--- src/rtl/core/piecewise_linear_interpolator_assert.svh ---
// ----------------------------------------------------------------------------
// piecewise_linear_interpolator_assert.svh
// Assertion macros shared by the interpolator RTL
// ----------------------------------------------------------------------------
`ifndef PIECEWISE_LINEAR_INTERPOLATOR_ASSERT_SVH
`define PIECEWISE_LINEAR_INTERPOLATOR_ASSERT_SVH

// checked only outside reset
`define PLI_ASSERT_RST(name, prop, msg) \
  name: assert property (@(posedge clk_i) disable iff (!rst_ni) prop) else $error(msg);

// checked at every clock edge, reset included
`define PLI_ASSERT_ALL(name, prop, msg) \
  name: assert property (@(posedge clk_i) prop) else $error(msg);

`endif

--- src/rtl/core/pli_pkg.sv ---
// ----------------------------------------------------------------------------
// pli_pkg
// Types and constants of the piecewise linear interpolator
// ----------------------------------------------------------------------------
package pli_pkg;

  // data format, signed fixed point
  localparam int unsigned DATA_WIDTH     = 32;
  localparam int unsigned FRAC_BITS      = 16;
  localparam int unsigned MAX_POINTS_DEF = 16;

  // divider quotient width: magnitude shifted up by the fraction bits
  localparam int unsigned QUO_W = DATA_WIDTH + FRAC_BITS;

  // signed width of the fractional index before saturation
  localparam int unsigned POS_W = DATA_WIDTH + 4;

  // field widths fixed by the interface
  localparam int unsigned FUNC_W  = 2;
  localparam int unsigned ENTRY_W = 4;
  localparam int unsigned SEG_W   = 4;
  localparam int unsigned COUNT_W = 5;

  // configuration port
  localparam int unsigned PADDR_W = 3;
  localparam int unsigned PDATA_W = 32;

  typedef enum logic [0:0] {
    REG_POINT_COUNT = 1'b0,
    REG_SATURATE    = 1'b1
  } pli_reg_e;

  typedef enum logic [FUNC_W-1:0] {
    FUNC_WR_BP  = 2'd0,
    FUNC_WR_VAL = 2'd1,
    FUNC_QUERY  = 2'd2,
    FUNC_NOP    = 2'd3
  } pli_func_e;

  typedef enum logic [3:0] {
    ST_IDLE,
    ST_SRCH_RD,
    ST_SRCH_CMP,
    ST_LOAD_LO,
    ST_LOAD_HI,
    ST_PREP,
    ST_DIV,
    ST_POS,
    ST_MUL_LO,
    ST_MUL_HI,
    ST_ROUND,
    ST_FIN
  } pli_state_e;

  typedef struct packed {
    logic [FUNC_W-1:0]            func;
    logic [ENTRY_W-1:0]           entry;
    logic signed [DATA_WIDTH-1:0] data;
  } pli_in_t;

  typedef struct packed {
    logic signed [DATA_WIDTH-1:0] value;
    logic [SEG_W-1:0]             segment;
    logic signed [DATA_WIDTH-1:0] position;
    logic                         overflow;
  } pli_out_t;

  // divider status toward the sequencer
  typedef struct packed {
    logic busy;
    logic done;
  } pli_div_stat_t;

endpackage

--- src/rtl/core/pli_div.sv ---
// ----------------------------------------------------------------------------
// pli_div
// Iterative restoring divider, one quotient bit per cycle
// ----------------------------------------------------------------------------
module pli_div (
  input  logic                           clk_i,
  input  logic                           rst_ni,
  input  logic                           start_i,
  input  logic [pli_pkg::DATA_WIDTH-1:0] num_i,
  input  logic [pli_pkg::DATA_WIDTH-1:0] den_i,
  output pli_pkg::pli_div_stat_t         stat_o,
  output logic [pli_pkg::QUO_W-1:0]      quo_o
);
  import pli_pkg::*;

  localparam int unsigned CNT_W = $clog2(QUO_W + 1);

  logic [CNT_W-1:0]      cnt_q, cnt_d;
  logic                  done_q, done_d;
  logic [DATA_WIDTH-1:0] rem_q, rem_d;
  logic [DATA_WIDTH-1:0] den_q, den_d;
  logic [QUO_W-1:0]      quo_q, quo_d;
  logic [DATA_WIDTH:0]   cand;
  logic [DATA_WIDTH:0]   diff;
  logic                  ge;

  // one trial subtraction of the shifted remainder
  assign cand = {rem_q, quo_q[QUO_W-1]};
  assign diff = cand - {1'b0, den_q};
  assign ge   = cand >= {1'b0, den_q};

  always_comb begin
    cnt_d  = cnt_q;
    rem_d  = rem_q;
    den_d  = den_q;
    quo_d  = quo_q;
    done_d = 1'b0;
    if (start_i) begin
      cnt_d = CNT_W'(QUO_W);
      rem_d = '0;
      den_d = den_i;
      quo_d = QUO_W'(num_i) << FRAC_BITS;
    end else if (cnt_q != '0) begin
      cnt_d  = cnt_q - CNT_W'(1);
      rem_d  = ge ? diff[DATA_WIDTH-1:0] : cand[DATA_WIDTH-1:0];
      quo_d  = {quo_q[QUO_W-2:0], ge};
      done_d = (cnt_q == CNT_W'(1));
    end
  end

  // step counter and completion pulse
  always_ff @(posedge clk_i or negedge rst_ni) begin
    if (!rst_ni) begin
      cnt_q  <= '0;
      done_q <= 1'b0;
    end else begin
      cnt_q  <= cnt_d;
      done_q <= done_d;
    end
  end

  // remainder, divisor and quotient shift register
  always_ff @(posedge clk_i) begin
    rem_q <= rem_d;
    den_q <= den_d;
    quo_q <= quo_d;
  end

  assign stat_o.busy = (cnt_q != '0);
  assign stat_o.done = done_q;
  assign quo_o       = quo_q;

endmodule

--- src/rtl/core/piecewise_linear_interpolator.sv ---
// ----------------------------------------------------------------------------
// piecewise_linear_interpolator
// A table of up to MAX_POINTS breakpoints and values in signed Q16.16, loaded
// one entry per input transfer (func 0 breakpoint, func 1 value); a query
// (func 2) returns the interpolated value, the segment, the fractional index
// and an overflow flag. Writes give no result. A query runs a linear segment
// search that compares up to point_count-2 breakpoints, each search step a
// table read and a compare, then the 48-step shared divider computes
// (x - low) / (high - low). A zero-width segment skips the divider. A query
// whose result finds the previous one still waiting holds in its last step
// until that one is taken. The input is not ready while a query runs. A
// finished result sits in an output register, so the next item can be taken
// while it waits. Breakpoints must be written before a query reads them;
// tables have no reset value. point_count is taken as 2 when below 2 and as
// MAX_POINTS when above it; saturate_mode clamps the index to the table ends.
// Registers: point_count at byte address 0, saturate_mode at 4.
// ----------------------------------------------------------------------------
module piecewise_linear_interpolator #(
  parameter int unsigned MAX_POINTS = pli_pkg::MAX_POINTS_DEF
) (
  input  logic                        clk_i,
  input  logic                        rst_ni,
  // input items
  input  logic                        in_valid_i,
  output logic                        in_ready_o,
  input  pli_pkg::pli_in_t            in_data_i,
  // result items
  output logic                        out_valid_o,
  input  logic                        out_ready_i,
  output pli_pkg::pli_out_t           out_data_o,
  // configuration
  input  logic                        psel,
  input  logic                        penable,
  input  logic                        pwrite,
  input  logic [pli_pkg::PADDR_W-1:0] paddr,
  input  logic [pli_pkg::PDATA_W-1:0] pwdata,
  output logic [pli_pkg::PDATA_W-1:0] prdata,
  output logic                        pready
);
  import pli_pkg::*;

  localparam int unsigned DW   = DATA_WIDTH;
  localparam int unsigned AW   = (MAX_POINTS > 1) ? $clog2(MAX_POINTS) : 1;
  localparam int unsigned CW   = $clog2(MAX_POINTS + 1);
  localparam int unsigned QX_W = (QUO_W > POS_W) ? QUO_W : POS_W;
  localparam int unsigned HW   = (POS_W + 1) / 2;
  localparam int unsigned PRW  = DW + POS_W;
  localparam int unsigned V_W  = PRW + 1;

  // largest quotient kept, beyond any index the table can reach
  localparam logic [QX_W-1:0] QCAP =
    (QX_W'(1) << (DW + 1)) + (QX_W'(MAX_POINTS) << FRAC_BITS);
  localparam logic [PRW-1:0] FMASK = (PRW'(1) << FRAC_BITS) - PRW'(1);
  localparam logic signed [POS_W-1:0] POS_DMAX =
    $signed({{(POS_W-DW+1){1'b0}}, {(DW-1){1'b1}}});
  localparam logic signed [POS_W-1:0] POS_DMIN =
    $signed({{(POS_W-DW+1){1'b1}}, {(DW-1){1'b0}}});
  localparam logic signed [V_W-1:0] V_DMAX =
    $signed({{(V_W-DW+1){1'b0}}, {(DW-1){1'b1}}});
  localparam logic signed [V_W-1:0] V_DMIN =
    $signed({{(V_W-DW+1){1'b1}}, {(DW-1){1'b0}}});

  // control state
  pli_state_e          state_q, state_d;
  logic                out_valid_q, out_valid_d;
  logic [COUNT_W-1:0]  pc_q;
  logic                sat_q;

  // datapath registers
  pli_out_t                out_q;
  logic signed [DW-1:0]    x_q;
  logic [CW-1:0]           n_q;
  logic [AW-1:0]           idx_q;
  logic [AW-1:0]           seg_q;
  logic signed [DW-1:0]    bp_rd_q;
  logic signed [DW-1:0]    val_rd_q;
  logic signed [DW-1:0]    lo_q;
  logic signed [DW-1:0]    vlo_q;
  logic                    qneg_q;
  logic                    den_zero_q;
  logic [DW-1:0]           dzm_q;
  logic                    dzneg_q;
  logic signed [POS_W-1:0] pos_q;
  logic [POS_W-1:0]        tm_q;
  logic                    vneg_q;
  logic [PRW-1:0]          prod_q;
  logic signed [V_W-1:0]   vs_q;

  // table storage
  logic [DW-1:0] bp_mem  [MAX_POINTS];
  logic [DW-1:0] val_mem [MAX_POINTS];

  // handshake and sequencer controls
  logic          in_xfer;
  logic          is_query;
  logic          tbl_we_bp;
  logic          tbl_we_val;
  logic [AW-1:0] rd_addr;
  logic          div_start;
  logic          out_load;
  logic          cfg_we;

  // combinational datapath
  logic [CW-1:0]           n_clamp;
  logic                    srch_hit;
  logic                    srch_last;
  logic signed [DW:0]      num_s;
  logic signed [DW:0]      den_s;
  logic signed [DW:0]      dz_s;
  logic [DW:0]             num_m;
  logic [DW:0]             den_m;
  logic [DW:0]             dz_m;
  pli_div_stat_t           div_stat;
  logic [QUO_W-1:0]        div_quo;
  logic [QX_W-1:0]         q_x;
  logic [QX_W-1:0]         q_c;
  logic signed [POS_W-1:0] base_s;
  logic signed [POS_W-1:0] top_s;
  logic signed [POS_W-1:0] pos_raw;
  logic signed [POS_W-1:0] pos_cl;
  logic signed [POS_W-1:0] t_s;
  logic [POS_W-1:0]        t_m;
  logic [HW-1:0]           mul_b;
  logic [DW+HW-1:0]        mul_p;
  logic [PRW-1:0]          pm;
  logic                    rbit;
  logic [V_W-1:0]          pm_r;
  logic signed [V_W-1:0]   vs;
  logic signed [V_W-1:0]   val_sum;
  logic                    ovf_v;
  logic                    ovf_p;
  pli_out_t                res;

  // ------------------------------------------------------------------------
  // configuration port
  // ------------------------------------------------------------------------
  assign pready = 1'b1;
  assign cfg_we = psel && penable && pwrite && pready;

  always_ff @(posedge clk_i or negedge rst_ni) begin
    if (!rst_ni) begin
      pc_q  <= COUNT_W'(2);
      sat_q <= 1'b0;
    end else if (cfg_we) begin
      case (pli_reg_e'(paddr[2])) 
        REG_POINT_COUNT: pc_q  <= pwdata[COUNT_W-1:0];
        REG_SATURATE:    sat_q <= pwdata[0];
        default:         sat_q <= sat_q;
      endcase
    end
  end

  always_comb begin
    case (pli_reg_e'(paddr[2]))
      REG_POINT_COUNT: prdata = PDATA_W'(pc_q);
      REG_SATURATE:    prdata = PDATA_W'(sat_q);
      default:         prdata = '0;
    endcase
  end

  // ------------------------------------------------------------------------
  // input transfer decode
  // ------------------------------------------------------------------------
  assign in_xfer    = in_valid_i && in_ready_o;
  assign is_query   = (in_data_i.func == FUNC_QUERY);
  assign tbl_we_bp  = in_xfer && (in_data_i.func == FUNC_WR_BP) &&
                      (32'(in_data_i.entry) < MAX_POINTS);
  assign tbl_we_val = in_xfer && (in_data_i.func == FUNC_WR_VAL) &&
                      (32'(in_data_i.entry) < MAX_POINTS);

  // point count clamped to at least 2 and at most the table size
  always_comb begin
    n_clamp = CW'(pc_q);
    if (pc_q < COUNT_W'(2)) begin
      n_clamp = CW'(2);
    end else if (32'(pc_q) > MAX_POINTS) begin
      n_clamp = CW'(MAX_POINTS);
    end
  end

  // ------------------------------------------------------------------------
  // table memories, one write and one registered read each
  // ------------------------------------------------------------------------
  always_ff @(posedge clk_i) begin
    if (tbl_we_bp) begin
      bp_mem[AW'(in_data_i.entry)] <= in_data_i.data;
    end
    if (tbl_we_val) begin
      val_mem[AW'(in_data_i.entry)] <= in_data_i.data;
    end
    bp_rd_q  <= bp_mem[rd_addr];
    val_rd_q <= val_mem[rd_addr];
  end

  // ------------------------------------------------------------------------
  // sequencer: next state
  // ------------------------------------------------------------------------
  assign srch_hit  = (x_q < bp_rd_q);
  assign srch_last = (32'(idx_q) + 32'd2 == 32'(n_q));

  always_comb begin
    state_d = state_q;
    case (state_q)
      ST_IDLE: begin
        if (in_valid_i && is_query) begin
          state_d = (n_clamp == CW'(2)) ? ST_LOAD_LO : ST_SRCH_RD;
        end
      end
      ST_SRCH_RD:  state_d = ST_SRCH_CMP;
      ST_SRCH_CMP: state_d = (srch_hit || srch_last) ? ST_LOAD_LO : ST_SRCH_RD;
      ST_LOAD_LO:  state_d = ST_LOAD_HI;
      ST_LOAD_HI:  state_d = ST_PREP;
      ST_PREP:     state_d = (den_s == '0) ? ST_POS : ST_DIV;
      ST_DIV: begin
        if (div_stat.done) begin
          state_d = ST_POS;
        end
      end
      ST_POS:      state_d = ST_MUL_LO;
      ST_MUL_LO:   state_d = ST_MUL_HI;
      ST_MUL_HI:   state_d = ST_ROUND;
      ST_ROUND:    state_d = ST_FIN;
      ST_FIN: begin
        if (out_load) begin
          state_d = ST_IDLE;
        end
      end
      default:     state_d = ST_IDLE;
    endcase
  end

  // ------------------------------------------------------------------------
  // sequencer: outputs
  // ------------------------------------------------------------------------
  always_comb begin
    in_ready_o = 1'b0;
    rd_addr    = seg_q;
    div_start  = 1'b0;
    out_load   = 1'b0;
    case (state_q)
      ST_IDLE:    in_ready_o = 1'b1;
      ST_SRCH_RD: rd_addr    = idx_q;
      ST_LOAD_LO: rd_addr    = seg_q;
      ST_LOAD_HI: rd_addr    = seg_q + AW'(1);
      ST_PREP:    div_start  = (den_s != '0);
      ST_FIN:     out_load   = !out_valid_q || out_ready_i;
      default:    rd_addr    = seg_q;
    endcase
  end

  always_ff @(posedge clk_i or negedge rst_ni) begin
    if (!rst_ni) begin
      state_q     <= ST_IDLE;
      out_valid_q <= 1'b0;
    end else begin
      state_q     <= state_d;
      out_valid_q <= out_valid_d;
    end
  end

  // result register, held until the output transfer
  always_comb begin
    out_valid_d = out_valid_q;
    if (out_load) begin
      out_valid_d = 1'b1;
    end else if (out_ready_i) begin
      out_valid_d = 1'b0;
    end
  end

  // ------------------------------------------------------------------------
  // segment differences and magnitudes
  // ------------------------------------------------------------------------
  assign num_s = $signed({x_q[DW-1], x_q}) - $signed({lo_q[DW-1], lo_q});
  assign den_s = $signed({bp_rd_q[DW-1], bp_rd_q}) - $signed({lo_q[DW-1], lo_q});
  assign dz_s  = $signed({val_rd_q[DW-1], val_rd_q}) - $signed({vlo_q[DW-1], vlo_q});
  assign num_m = num_s[DW] ? $unsigned(-num_s) : $unsigned(num_s);
  assign den_m = den_s[DW] ? $unsigned(-den_s) : $unsigned(den_s);
  assign dz_m  = dz_s[DW]  ? $unsigned(-dz_s)  : $unsigned(dz_s);

  // shared divider for the segment fraction
  pli_div u_div (
    .clk_i   (clk_i),
    .rst_ni  (rst_ni),
    .start_i (div_start),
    .num_i   (num_m[DW-1:0]),
    .den_i   (den_m[DW-1:0]),
    .stat_o  (div_stat),
    .quo_o   (div_quo)
  );

  // ------------------------------------------------------------------------
  // fractional index, with clamping in saturate mode
  // ------------------------------------------------------------------------
  always_comb begin
    q_x     = den_zero_q ? '0 : QX_W'(div_quo);
    q_c     = (q_x > QCAP) ? QCAP : q_x;
    base_s  = $signed(POS_W'(seg_q) << FRAC_BITS);
    top_s   = $signed(POS_W'(n_q - CW'(1)) << FRAC_BITS);
    pos_raw = qneg_q ? (base_s - $signed(POS_W'(q_c)))
                     : (base_s + $signed(POS_W'(q_c)));
    pos_cl  = pos_raw;
    if (sat_q) begin
      if (pos_raw < 0) begin
        pos_cl = '0;
      end else if (pos_raw > top_s) begin
        pos_cl = top_s;
      end
    end
    t_s = pos_cl - base_s;
    t_m = t_s[POS_W-1] ? $unsigned(-t_s) : $unsigned(t_s);
  end

  // ------------------------------------------------------------------------
  // one multiplier, used for the low then the high half of the fraction
  // ------------------------------------------------------------------------
  assign mul_b = (state_q == ST_MUL_LO) ? tm_q[HW-1:0] : HW'(tm_q[POS_W-1:HW]);
  assign mul_p = (DW+HW)'(dzm_q) * (DW+HW)'(mul_b);

  // floor of the signed product: round the magnitude up when negative
  always_comb begin
    pm   = prod_q >> FRAC_BITS;
    rbit = |(prod_q & FMASK);
    pm_r = V_W'(pm) + V_W'(rbit);
    vs   = vneg_q ? -$signed(pm_r) : $signed(V_W'(pm));
  end

  // final sum and saturation to the data width
  always_comb begin
    val_sum      = $signed({{(V_W-DW){vlo_q[DW-1]}}, vlo_q}) + vs_q;
    ovf_v        = (val_sum > V_DMAX) || (val_sum < V_DMIN);
    ovf_p        = (pos_q > POS_DMAX) || (pos_q < POS_DMIN);
    res.value    = (val_sum > V_DMAX) ? V_DMAX[DW-1:0] :
                   (val_sum < V_DMIN) ? V_DMIN[DW-1:0] : val_sum[DW-1:0];
    res.position = (pos_q > POS_DMAX) ? POS_DMAX[DW-1:0] :
                   (pos_q < POS_DMIN) ? POS_DMIN[DW-1:0] : pos_q[DW-1:0];
    res.segment  = SEG_W'(seg_q);
    res.overflow = ovf_v || ovf_p;
  end

  // ------------------------------------------------------------------------
  // datapath registers, loaded per sequencer step
  // ------------------------------------------------------------------------
  always_ff @(posedge clk_i) begin
    case (state_q)
      ST_IDLE: begin
        if (in_xfer && is_query) begin
          x_q   <= in_data_i.data;
          n_q   <= n_clamp;
          idx_q <= AW'(1);
          seg_q <= '0;
        end
      end
      ST_SRCH_CMP: begin
        if (srch_hit) begin
          seg_q <= idx_q - AW'(1);
        end else if (srch_last) begin
          seg_q <= idx_q;
        end
        idx_q <= idx_q + AW'(1);
      end
      ST_LOAD_HI: begin
        lo_q  <= bp_rd_q;
        vlo_q <= val_rd_q;
      end
      ST_PREP: begin
        qneg_q     <= num_s[DW] ^ den_s[DW];
        den_zero_q <= (den_s == '0);
        dzm_q      <= dz_m[DW-1:0];
        dzneg_q    <= dz_s[DW];
      end
      ST_POS: begin
        pos_q  <= pos_cl;
        tm_q   <= t_m;
        vneg_q <= dzneg_q ^ t_s[POS_W-1];
      end
      ST_MUL_LO: prod_q <= PRW'(mul_p);
      ST_MUL_HI: prod_q <= prod_q + (PRW'(mul_p) << HW);
      ST_ROUND:  vs_q   <= vs;
      ST_FIN: begin
        if (out_load) begin
          out_q <= res;
        end
      end
      default: begin
        seg_q <= seg_q;
      end
    endcase
  end

  assign out_valid_o = out_valid_q;
  assign out_data_o  = out_q;

  // ------------------------------------------------------------------------
  // assertions
  // ------------------------------------------------------------------------
`include "piecewise_linear_interpolator_assert.svh"

  `PLI_ASSERT_RST(a_query_leaves_idle, (in_xfer && is_query) |=> (state_q != ST_IDLE), "query transfer did not start the sequencer")
  `PLI_ASSERT_RST(a_div_done_in_div, div_stat.done |-> (state_q == ST_DIV), "divider finished outside the divide step")
  `PLI_ASSERT_RST(a_search_in_table, (state_q == ST_SRCH_RD) |-> (32'(idx_q) + 32'd1 < 32'(n_q)), "search index beyond the last segment")
  `PLI_ASSERT_RST(a_result_from_fin, $rose(out_valid_q) |-> ($past(state_q) == ST_FIN), "result appeared without a final step")
  `PLI_ASSERT_ALL(a_idle_div_quiet, in_ready_o |-> !div_stat.busy, "divider busy while the input is ready")

endmodule

--- config.mk ---
export PLATFORM = sky130hd
export DESIGN_NAME = piecewise_linear_interpolator
export DESIGN_NICKNAME = d
export VERILOG_FILES = /design/src/rtl/core/pli_pkg.sv /design/src/rtl/core/pli_div.sv /design/src/rtl/core/piecewise_linear_interpolator.sv
export VERILOG_INCLUDE_DIRS = /design/src /design/src/rtl/core
export SDC_FILE = /design/constraint.sdc
export NUM_CORES = 2
export LEC_CHECK = 0
export BUFFER_PORTS_ARGS = -buffer_cell sky130_fd_sc_hd__buf_2
export CAP_MARGIN = 20
export CORE_MARGIN = 8
export CORE_UTILIZATION = 30
export CTS_CLUSTER_SIZE = 12
export DETAILED_ROUTE_END_ITERATION = 16
export PLACE_DENSITY = 0.47
export SLEW_MARGIN = 40
export SYNTH_ARGS = -nofsm -noshare
export SYNTH_HDL_FRONTEND = slang
export SYNTH_SLANG_ARGS = --single-unit
--- constraint.sdc ---
create_clock -name clk_i -period 29.2 [get_ports clk_i]
set_input_delay 0 -clock clk_i [delete_from_list [all_inputs] [get_ports clk_i]]
set_output_delay 0 -clock clk_i [all_outputs]
set_load 0.005 [all_outputs]
==> impl_metrics.sql <==
INSERT INTO impl_metrics (metric_group, metric, value, unit) VALUES
('global_route', 'initial_antenna_violation_count', '28', ''),
('sta', 'rsz0062_at_grt', 'false', ''),
('drt', 'post_drt_wl_per_cell', '22.1', 'um'),
('critical_path', 'crit_top_cell', 'sky130_fd_sc_hd__fa_1', ''),
('clock_tree', 'cts.htree.levels', '4', ''),
('global_route', 'grt-ovfl-total', '0', ''),
('outcome', 'outcome', 'finished clean', ''),
('global_route', 'first_pass_grt_wire_length', '449', 'mm'),
('synth', 'synth_top_family_by_area', 'adder cells', ''),
('sta', 'hold_slack', '0.0764', 'ns'),
('synth', 'mappedNetlistArea', '102000', 'sq um'),
('critical_path', 'worstSetupPathType', 'flop to flop', ''),
('floorplanning', 'core_area', '337000', 'sq um'),
('final_layout', 'layout.cells.most_common_list', 'sky130_fd_sc_hd__edfxtp_1 (1,510), sky130_fd_sc_hd__nand2_1 (962), sky130_fd_sc_hd__inv_1 (802)', ''),
('synth', 'synth.distinct_cells', '106', ''),
('placement', 'gp_congestion', '0.866', ''),
('critical_path', 'timing.critical_path.arrival', '12.81', 'ns'),
('sta', 'final_max_slew_viol_count', '0', ''),
('clock_tree', 'buffers_inserted_by_post_cts_timing_repair', '0', ''),
('floorplanning', 'design.die.area', '358000', 'sq um'),
('drt', 'drt_pass1_iterations', '6', ''),
('global_route', 'number_of_global_route_vias_before_repair', '70400', ''),
('synth', 'netlist_instances', '8693', ''),
('global_route', 'grt.busiest_layer', 'met2', ''),
('drt', 'post_drt_via_cell_ratio', '5.04', ''),
('clock_tree', 'clockBufferDepth', '4', ''),
('drt', 'routed_wirelength', '298', 'mm'),
('sta', 'fin_tns_setup', '0', 'ns'),
('global_route', 'grt_overall_usage', '16.3', '%'),
('critical_path', 'slowest_delay', '0.65', 'ns'),
('clock_tree', 'cts_tree', 'done', ''),
('critical_path', 'slowest_stage', 'sky130_fd_sc_hd__mux2_2', ''),
('floorplanning', 'die_w', '598', 'um'),
('sta', 'finalHoldViolations', '0', ''),
('synth', 'yosys_warnings', '0', ''),
('synth', 'prevailing_post_synth_register_cell', 'sky130_fd_sc_hd__edfxtp_1', ''),
('synth', 'post_synthesis_compound_gate_area_fraction', '10.3', '%'),
('placement', 'port-buffer-count', '126', ''),
('final_layout', 'layout_commonest_cell', 'sky130_fd_sc_hd__edfxtp_1', ''),
('critical_path', 'sort_of_element_at_the_start_of_the_critical_path', 'flop', ''),
('synth', 'synth_enable_flop_cells', '1510', ''),
('sta', 'worst_slew_margin_rel', '44.1', '%'),
('clock_tree', 'cts_made_buffers', '190', ''),
('global_route', 'grtUsageMet1', '22.1', '%'),
('sta', 'setup_violation_total_in_the_final_timing_report', '0', ''),
('final_layout', 'synthToLayoutAreaGrowth', '12.9', '%'),
('floorplanning', 'die_h', '598', 'um'),
('global_route', 'met2_usage', '27.4', '%'),
('min_path', 'hold_path_depth', '4', ''),
('synth', 'yosys.area_share.adder', '15.8', '%'),
('sta', 'period_minus_slack', '12.29', 'ns'),
('global_route', 'grt.met3_usage', '2.07', '%'),
('synth', 'synth-xor-area-share', '3.80', '%'),
('synth', 'synth_sequential_area_ratio', '47.3', '%'),
('clock_tree', 'tritoncts_num_sinks', '1640', ''),
('final_layout', 'multi_input_area', '49500', 'sq um'),
('placement', 'detailed_place_hpwl', '206', 'mm'),
('sta', 'worst_pin_slew', '0.839', 'ns'),
('floorplanning', 'row_count', '213', ''),
('critical_path', 'timing.reg2reg.worst_path_depth', '45', ''),
('global_route', 'grt_start_max_net_pins', '128', ''),
('final_layout', 'drive_gt1_share', '10.8', '%'),
('synth', 'ys_seq_elements', '1640', ''),
('final_layout', 'seq_area', '48000', 'sq um'),
('clock_tree', 'root_buffer', 'sky130_fd_sc_hd__clkbuf_16', ''),
('clock_tree', 'clk-insertion-delay-late', '0.88', 'ns'),
('sta', 'min_period_over_period', '42.1', '%'),
('drt', 'dr.first_iter.drc_count', '4701', ''),
('final_layout', 'nFillCells', '33600', ''),
('run', 'drv.max_cap_violation_count', '0', ''),
('min_path', 'holdCritPathClass', 'input port to flop', '');
==> cells in the mapped netlist (107+ instances only) <==
cell	number	share of area [%]
sky130_fd_sc_hd__and2_1	159	0.98
sky130_fd_sc_hd__fa_1	488	9.6
sky130_fd_sc_hd__o21ai_0	269	1.3
sky130_fd_sc_hd__a31oi_1	115	0.71
sky130_fd_sc_hd__nor2b_1	146	0.90
sky130_fd_sc_hd__dfxtp_1	112	2.2
sky130_fd_sc_hd__a21oi_1	404	2.0
sky130_fd_sc_hd__nor2_1	467	1.7
sky130_fd_sc_hd__a211oi_1	143	1.1
sky130_fd_sc_hd__edfxtp_1	1510	45
sky130_fd_sc_hd__nand3_1	107	0.53
sky130_fd_sc_hd__nand2_1	964	3.6
sky130_fd_sc_hd__clkbuf_1	315	1.2
sky130_fd_sc_hd__mux4_2	256	5.7
sky130_fd_sc_hd__ha_1	504	6.2
sky130_fd_sc_hd__inv_1	804	3.0
sky130_fd_sc_hd__nor3_1	156	0.77
sky130_fd_sc_hd__xnor2_1	283	2.4
sky130_fd_sc_hd__xor2_1	158	1.4
sky130_fd_sc_hd__a21o_1	209	1.5
==> layer usage <==
layer  vias to the layer above  routed length [um]
met4                        12                8860
met1                     34500              135000
met3                       372               13300
met2                      1535              141000
met5                         -                  86
li1                      31400                   -
==> area by class of cell <==
| class | instances | area share (%) |
|---|---|---|
| multi-input cells | 5853 | 43.2 |
| flip-flops and latches | 1640 | 41.9 |
| well taps | 4515 | 4.92 |
| clock buffers | 257 | 4.62 |
| inverters | 807 | 2.64 |
| repair buffers | 311 | 2.12 |
| clock inverters | 82 | 0.619 |
| diodes | 20 | 0.0436 |
==> path summary, 6_finish.rpt <==
check,startpoint,endpoint,slack [ns]
max in group asynchronous,rst_ni,pc_q[1]$_DFFE_PN1P_,28.59
hold reg to reg,val_rd_q[14]$_DFF_P_,vlo_q[14]$_DFFE_PP_,0.44
hold / removal,out_ready_i,state_q[0]$_DFFE_PN0P_,0.08
setup reg to reg,state_q[2]$_DFFE_PN0P_,prod_q[67]$_SDFFCE_PN0P_,16.91
min in group asynchronous,rst_ni,pc_q[0]$_DFFE_PN0P_,0.24
setup / recovery,state_q[2]$_DFFE_PN0P_,prod_q[67]$_SDFFCE_PN0P_,16.91
==> through the flow <==
stage / instances / utilization [%] / setup slack, ns / instance area, sq um
final: 13500 / 34.1 / 16.91 / 115000
after global placement: 13000 / 31.9 / 16.91 / 108000
after detailed placement: 13100 / 32.0 / 16.84 / 108000
after global routing: 13500 / 34.1 / 15.98 / 115000
after floorplan: 8720 / - / 18.22 / 102000
after CTS: 13500 / 34.0 / 16.75 / 115000
==> state kept, by name, summed over array words and instances, names as in the netlist, 35 cells and up <==
register,count
prod_q,68
vs_q,69
out_data_o,69
val_mem,512
u_div.quo_o,48
tm_q,35
bp_mem,512
pos_q,36
==> repair_timing <==
action / in CTS / in global routing
hold endpoints to repair: 1214 / 17
resized for setup: 0 / 0
hold buffers: 57 / 1
==> cell families (layout without fill, tap and decap cells) <==
logic type,Yosys count,count (layout)
DFF,1640,1640
and+or+nand+nor,2451,2451
adders and majority gates,992,992
xor gates and xnor gates,441,441
buffers and inverters,1227,1457
AOI/OAI and AO/OA,1586,1586
muxes,354,354
other,2,49
==> critical path, delay by kind of cell (launching register included) <==
kind,cells,cell delay (ns)
AOI/OAI and AO/OA,15,3.14
xor gates and xnor gates,2,0.47
adders and majority gates,8,3.86
buffers and inverters,8,1.29
DFF,1,0.50
muxes,1,0.65
and+or+nand+nor,11,1.95
Power is not shown: default switching activity piles up to over one toggle a cycle in this logic, so the estimate is an artifact.
